==> config.mk <==
export PLATFORM = sky130hd
export DESIGN_NAME = multiplexed_stream_deframer
export DESIGN_NICKNAME = d
export VERILOG_FILES = /design/src/msd_pkg.sv /design/src/msd_parser.sv /design/src/msd_out_skid.sv /design/src/multiplexed_stream_deframer.sv
export SDC_FILE = /design/constraint.sdc
export NUM_CORES = 1
export LEC_CHECK = 0
export CORE_MARGIN = 5
export CORE_UTILIZATION = 60
export DETAILED_ROUTE_END_ITERATION = 7
export DONT_BUFFER_PORTS = 1
export GPL_ROUTABILITY_DRIVEN = 1
export PLACE_DENSITY = 0.76
export RECOVER_POWER = 100
export SETUP_SLACK_MARGIN = 0.5
export SYNTH_ARGS = -nofsm -noshare
export SYNTH_HDL_FRONTEND = slang
export SYNTH_SLANG_ARGS = --single-unit
==> constraint.sdc <==
create_clock -name i_clk -period 5.4 [get_ports i_clk]
set_input_delay 0.54 -clock i_clk [delete_from_list [all_inputs] [get_ports i_clk]]
set_output_delay 0.54 -clock i_clk [all_outputs]
set_load 0.02 [all_outputs]
==> src/msd_pkg.sv <==
// ----------------------------------------------------------------------------
// msd_pkg
// Types and constants shared by the multiplexed stream deframer modules.
// ----------------------------------------------------------------------------
`default_nettype none

package msd_pkg;

    localparam int unsigned ByteW     = 8;
    localparam int unsigned LenW      = 32;
    localparam int unsigned PosW      = 3;

    // Largest legal frame type byte
    localparam logic [ByteW-1:0] TypeMax     = 8'h03;
    // First header byte that carries the length, and the last header byte
    localparam logic [PosW-1:0]  LengthFirst = 3'd4;
    localparam logic [PosW-1:0]  HeaderLast  = 3'd7;

    // Parser phase, one-hot
    typedef enum logic [2:0] {
        PH_HUNT    = 3'b001,
        PH_HEADER  = 3'b010,
        PH_PAYLOAD = 3'b100
    } t_phase;

    // One payload byte offered from the parser to the output stage
    typedef struct packed {
        logic             valid;
        logic [ByteW-1:0] data;
    } t_beat;

endpackage

`default_nettype wire

==> src/msd_parser.sv <==
// ----------------------------------------------------------------------------
// msd_parser
// Input register and frame parser: strips headers, passes payload bytes.
// ----------------------------------------------------------------------------
`default_nettype none

module msd_parser (
    input  wire                        i_clk,
    input  wire                        i_rst_n,
    input  wire                        i_in_valid,
    output logic                       o_in_ready,
    input  wire  [msd_pkg::ByteW-1:0]  i_in_byte,
    input  wire                        i_in_start,
    input  wire                        i_out_ready,
    output msd_pkg::t_beat             o_beat
);
    import msd_pkg::*;

    logic             r_in_valid;
    logic [ByteW-1:0] r_in_byte;
    logic             r_in_start;

    t_phase           r_phase,  n_phase;
    logic [PosW-1:0]  r_pos,    n_pos;
    logic [LenW-1:0]  r_acc,    n_acc;
    logic [LenW-1:0]  r_rem,    n_rem;

    logic             consume;
    logic             emit;
    t_phase           cur_phase;
    logic [PosW-1:0]  cur_pos;
    logic [LenW-1:0]  cur_acc;
    logic [LenW-1:0]  cur_rem;
    logic [LenW-1:0]  rem_dec;

    // Process the held byte once the output stage has room
    assign consume    = r_in_valid && i_out_ready;
    assign o_in_ready = !r_in_valid || consume;

    // Hold the next input transfer
    always_ff @(posedge i_clk) begin
        if (!i_rst_n) begin
            r_in_valid <= 1'b0;
        end else if (o_in_ready) begin
            r_in_valid <= i_in_valid;
        end
        if (o_in_ready && i_in_valid) begin
            r_in_byte  <= i_in_byte;
            r_in_start <= i_in_start;
        end
    end

    // Start flag restarts the parser before the byte is handled
    always_comb begin
        cur_phase = r_in_start ? PH_HUNT : r_phase;
        cur_pos   = r_in_start ? '0 : r_pos;
        cur_acc   = r_in_start ? '0 : r_acc;
        cur_rem   = r_in_start ? '0 : r_rem;
    end

    assign rem_dec = cur_rem - LenW'(1);

    // Advance the parser by one byte
    always_comb begin
        n_phase = cur_phase;
        n_pos   = cur_pos;
        n_acc   = cur_acc;
        n_rem   = cur_rem;
        emit    = 1'b0;
        unique case (cur_phase)
            PH_HEADER: begin
                if (cur_pos >= LengthFirst) begin
                    n_acc = {cur_acc[LenW-ByteW-1:0], r_in_byte};
                end
                if (cur_pos == HeaderLast) begin
                    n_rem   = n_acc;
                    n_pos   = '0;
                    n_phase = (n_acc == '0) ? PH_HUNT : PH_PAYLOAD;
                end else begin
                    n_pos = cur_pos + PosW'(1);
                end
            end
            PH_PAYLOAD: begin
                emit  = 1'b1;
                n_rem = rem_dec;
                if (rem_dec == '0) begin
                    n_phase = PH_HUNT;
                end
            end
            default: begin
                n_phase = PH_HUNT;
                if (r_in_byte <= TypeMax) begin
                    n_phase = PH_HEADER;
                    n_pos   = PosW'(1);
                    n_acc   = '0;
                    n_rem   = '0;
                end
            end
        endcase
    end

    // Commit parser state on each processed byte
    always_ff @(posedge i_clk) begin
        if (!i_rst_n) begin
            r_phase <= PH_HUNT;
            r_pos   <= '0;
            r_acc   <= '0;
            r_rem   <= '0;
        end else if (consume) begin
            r_phase <= n_phase;
            r_pos   <= n_pos;
            r_acc   <= n_acc;
            r_rem   <= n_rem;
        end
    end

    assign o_beat.valid = consume && emit;
    assign o_beat.data  = r_in_byte;

endmodule

`default_nettype wire

==> src/msd_out_skid.sv <==
// ----------------------------------------------------------------------------
// msd_out_skid
// Output register with a skid entry, so ready upstream comes from a flop.
// ----------------------------------------------------------------------------
`default_nettype none

module msd_out_skid (
    input  wire                        i_clk,
    input  wire                        i_rst_n,
    input  msd_pkg::t_beat             i_beat,
    output logic                       o_ready,
    output logic                       o_valid,
    input  wire                        i_ready,
    output logic [msd_pkg::ByteW-1:0]  o_data
);
    import msd_pkg::*;

    logic             r_out_valid;
    logic [ByteW-1:0] r_out_data;
    logic             r_skid_valid;
    logic [ByteW-1:0] r_skid_data;
    logic             load;

    assign o_ready = !r_skid_valid;
    assign load    = !r_out_valid || i_ready;

    // Refill the output register from skid first, else park a transfer in skid
    always_ff @(posedge i_clk) begin
        if (!i_rst_n) begin
            r_out_valid  <= 1'b0;
            r_skid_valid <= 1'b0;
        end else if (load) begin
            r_out_valid  <= r_skid_valid || i_beat.valid;
            r_skid_valid <= 1'b0;
        end else if (i_beat.valid) begin
            r_skid_valid <= 1'b1;
        end
        if (load) begin
            r_out_data <= r_skid_valid ? r_skid_data : i_beat.data;
        end else if (i_beat.valid && !r_skid_valid) begin
            r_skid_data <= i_beat.data;
        end
    end

    assign o_valid = r_out_valid;
    assign o_data  = r_out_data;

endmodule

`default_nettype wire

==> src/multiplexed_stream_deframer.sv <==
// ----------------------------------------------------------------------------
// multiplexed_stream_deframer
// Strips 8-byte length-prefixed headers from a byte stream, passes payload.
// ----------------------------------------------------------------------------
// The block takes one byte per cycle while the master side takes transfers.
// Each byte passes through an input register, combinational parsing and an
// output register. A payload byte moves from the input register into the
// output register, or into the skid entry while that register is held, and
// the master side sees the output register. The output skid entry keeps
// input ready driven from flops. While the master side stalls, header bytes
// and skipped bytes keep flowing. The next payload byte is parked in the
// skid entry, and the input register then takes one more transfer. After
// that, input stops until the master side drains.
// Headers are a type byte (0..3), three ignored bytes and a 32-bit
// big-endian length; tuser marks the first byte of a new body and restarts
// the header hunt. Header bytes and bytes skipped while hunting yield no
// output transfer.
`default_nettype none

module multiplexed_stream_deframer (
    input  wire         i_clk,
    input  wire         i_rst_n,
    input  wire         i_s_axis_tvalid,
    output logic        o_s_axis_tready,
    input  wire  [7:0]  i_s_axis_tdata,   // [7:0] stream_byte
    input  wire  [0:0]  i_s_axis_tuser,   // [0] body_start
    output logic        o_m_axis_tvalid,
    input  wire         i_m_axis_tready,
    output logic [7:0]  o_m_axis_tdata    // [7:0] payload_byte
);
    import msd_pkg::*;

    t_beat beat;
    logic  skid_ready;

    msd_parser u_parser (
        .i_clk       (i_clk),
        .i_rst_n     (i_rst_n),
        .i_in_valid  (i_s_axis_tvalid),
        .o_in_ready  (o_s_axis_tready),
        .i_in_byte   (i_s_axis_tdata),
        .i_in_start  (i_s_axis_tuser[0]),
        .i_out_ready (skid_ready),
        .o_beat      (beat)
    );

    msd_out_skid u_out (
        .i_clk   (i_clk),
        .i_rst_n (i_rst_n),
        .i_beat  (beat),
        .o_ready (skid_ready),
        .o_valid (o_m_axis_tvalid),
        .i_ready (i_m_axis_tready),
        .o_data  (o_m_axis_tdata)
    );

endmodule

`default_nettype wire

==> results.txt <==
Status = complete, but fails checks
Failing checks = capacitance limit, slew limit
Initial antenna violation count = 0
CTS Hold Bufs = 0
Iteration-0 DRC Markers = 728
Final core utilization = 0.639
Max-slew violations = 66
DR pass1 iterations = 6
Clock Tree Buf Depth = 2
Cell Pwr Density = 251 nW/um2
Routed Wire Length = 17.5 mm
Adder-Cell Fraction of Synth Area = 0.00864
Post-synthesis register bit count = 98
Vias in the first global route = 4893
Worst-case clock skew = 17.6 ps
Syn_area_per_cell = 8.38 um2
Startpoint type of the worst setup path = flip-flop
Sum Neg Setup Slack = 0 ps
Synth top area cells = dfxtp_1 25%, edfxtp_1 13%, nor2_1 5.7%, mux2i_1 5.4%, a22oi_1 5.2%
RR Endpoint = u_parser.r_phase[2]$_SDFFE_PN0P_
Arr. time, crit path = 4180 ps
GPL Wtd Cong = 0.955
Crit path kind = reg2reg
Largest net degree at the start of global routing = 67
Antenna cell count = 0
DRC Markers = 0
Synth Area in Simple Gates = 0.249
Fin crit share = 0.725
Maxcap violations = 1
Worst setup EP type = flip-flop
Setup WS pre-CTS = 1580 ps
Post-synthesis mux area share = 0.0730
Die width = 108 um
Syn_nets = 708
Overflow left after global routing = 0
Top post-synthesis cells by count = 88 x nor2_1, 73 x dfxtp_1, 51 x nand2_1, 48 x a21oi_1, 46 x clkbuf_1
Seq/Total Area, Yosys = 0.382
Worst EP required = 5660 ps
Final Power = 1.50 mW
Port-buffer cells = 0
Initial core utilization = 0.621
Count of cell types in the netlist = 66
First-pass GRT wire length = 27.9 mm
Hold endpoint = u_parser.r_in_start$_DFFE_PP_
FMAX = 255 MHz
Std-Cell Rows = 35
Hold path cells = 0
R2R setup slack = 1480 ps
Layout Cells excl Fill = 780
I/O Pins = 23
Worst-path clk slew = 100 ps
Endpoints failing setup = 0
Hold Crit Class = in2reg
Routed WL per cell = 22.5 um
Final design area excluding fillers = 5960 um2
Largest family of logic cells by synthesized area = simple AND/OR/NAND/NOR gates
Worst skew pair latency = 380 ps
HP Start = i_s_axis_tuser
Setup Buffers After CTS = 0
Synth Area in Compound Gates = 0.222
Layout area overhead = 2.87%
Vias per cell = 7.02
Max_slew headroom = -0.385
Worst hold slack = 250 ps
Post-route ant nets = 0
Cells after DPL = 764
Leak = 1.98 nW
Top-count cell post-synth = nor2_1
Ys async rst share = 0
Dpl hpwl = 12.2 mm
Most used DFF post-synth = dfxtp_1
Htree depth = 3
Post-Synth XOR/XNOR Area = 0.0166
CORE AREA = 9330 um2
Cell Area, Synth = 5790 um2
Via count = 5477
Layout cells sized above 1 = 0.0676
R2R Path Start = u_parser.r_in_start$_DFFE_PP_
# clock sinks = 98
Inserted Clock Buffers = 9
Final Hold Viols = 0
Gr usage total = 0.310
Nets = 663
Worst Path Max Fanout = 26
Synthesized instance count = 691
Max VDD drop = 160 uV
Die height = 108 um
RSZ-0062 raised after global routing = no
CTS tree = yes
Minimum clock period = 3920 ps
Die area = 11700 um2
Cell Area, Placed = 5760 um2
Largest area contributor in the netlist = dfxtp_1
R2R cell count = 10
EDFF count, synth = 25
Clock root cell = clkbuf_8
Post_cts resized = 0
YS warnings = 0
Setup ws final = 1480 ps
Worst-margin pin slew = 2080 ps
Synth top area share = 0.252
[where the power goes]
part | switching [mW] | total, mW | internal [mW]
clock network | 0.282 | 0.504 | 0.222
registers | 0.0272 | 0.792 | 0.764
logic | 0.130 | 0.201 | 0.0717
[flip-flops by register name (all words and copies together), names as in the netlist]
signal               count
u_out.o_data             8
u_out.o_valid            1
u_out.r_skid_data        8
u_out.r_skid_valid       1
u_parser.r_acc          32
u_parser.r_in_byte       8
u_parser.r_in_start      1
u_parser.r_in_valid      1
u_parser.r_phase         3
u_parser.r_pos           3
u_parser.r_rem          32
[worst max-delay path, stage by stage, from the launching register on]
cell and delay (ps):
edfxtp_1 400, inv_1 670, nand2_1 200, ha_1 480
inv_1 310, or3_1 160, mux2i_1 60, or4b_1 500
or4_1 430, or3b_1 400, o21a_1 170
[worst max-delay path by stage]
stage,startpoint,end,depth (start not counted)
final,u_parser.r_in_start$_DFFE_PP_,u_parser.r_phase[2]$_SDFFE_PN0P_,10
after floorplan,u_parser.r_in_start$_DFFE_PP_,u_parser.r_phase[2]$_SDFFE_PN0P_,13
after detailed placement,u_parser.r_in_start$_DFFE_PP_,u_parser.r_phase[2]$_SDFFE_PN0P_,10
after global placement,u_parser.r_in_start$_DFFE_PP_,u_parser.r_phase[2]$_SDFFE_PN0P_,10
after global routing,u_parser.r_in_start$_DFFE_PP_,u_parser.r_phase[2]$_SDFFE_PN0P_,10
after CTS,u_parser.r_in_start$_DFFE_PP_,u_parser.r_phase[2]$_SDFFE_PN0P_,10
[cell type report]
type / instances / area [um2]
multi-input cells: 523 / 3310
flip-flops and latches: 98 / 2210
inverters: 8 / 30.0
repair buffers: 6 / 37.5
fillers: 825 / 3370
clock inverters: 7 / 85.1
clock buffers: 9 / 124
well taps: 129 / 161
[metal layers]
layer  vias to the layer above  share of wire  GRT usage
met5                         -              0          0
met4                         0          0.038      0.126
met3                        48           0.11     0.0788
met2                       358           0.44      0.460
met1                      2562           0.41      0.430
li1                       2509              -          -
[cells by family (layout without fill, tap and decap cells)]
logic type / Yosys count / in the layout
AO/OA/AOI/OAI: 197 / 197
XOR/XNOR: 11 / 11
adder cells (fa/ha/maj): 4 / 4
buffers and inverters: 70 / 30
flip-flops: 98 / 98
multiplexers: 41 / 41
AND/OR/NAND/NOR: 270 / 270
[placed cells by master (no fill, tap or decap), types with 3 or more instances in the layout]
| cell | n |
|---|---|
| ha_1 | 4 |
| nor3_1 | 27 |
| nand2b_1 | 8 |
| a21o_1 | 4 |
| nor2b_1 | 10 |
| o22ai_1 | 8 |
| xnor2_1 | 10 |
| nor4_4 | 4 |
| nor4_1 | 15 |
| edfxtp_1 | 25 |
| or3_1 | 6 |
| and3_1 | 3 |
| nand3_1 | 11 |
| nand4_1 | 10 |
| a221oi_1 | 3 |
| or4_1 | 10 |
| mux2_2 | 9 |
| clkbuf_8 | 9 |
| inv_6 | 3 |
| dfxtp_1 | 72 |
| and2_1 | 3 |
| or4b_2 | 3 |
| a41oi_1 | 5 |
| inv_1 | 8 |
| o31ai_1 | 3 |
| o21a_1 | 4 |
| a22oi_1 | 40 |
| buf_4 | 4 |
| mux2i_1 | 31 |
| o21ai_0 | 38 |
| nand2_1 | 51 |
| o32ai_1 | 7 |
| nor4b_1 | 6 |
| a21oi_1 | 48 |
| nor2_1 | 88 |
| a31oi_1 | 10 |
| o41ai_1 | 3 |
| a211oi_1 | 4 |
Note: power is estimated with default switching activity, not from simulation.
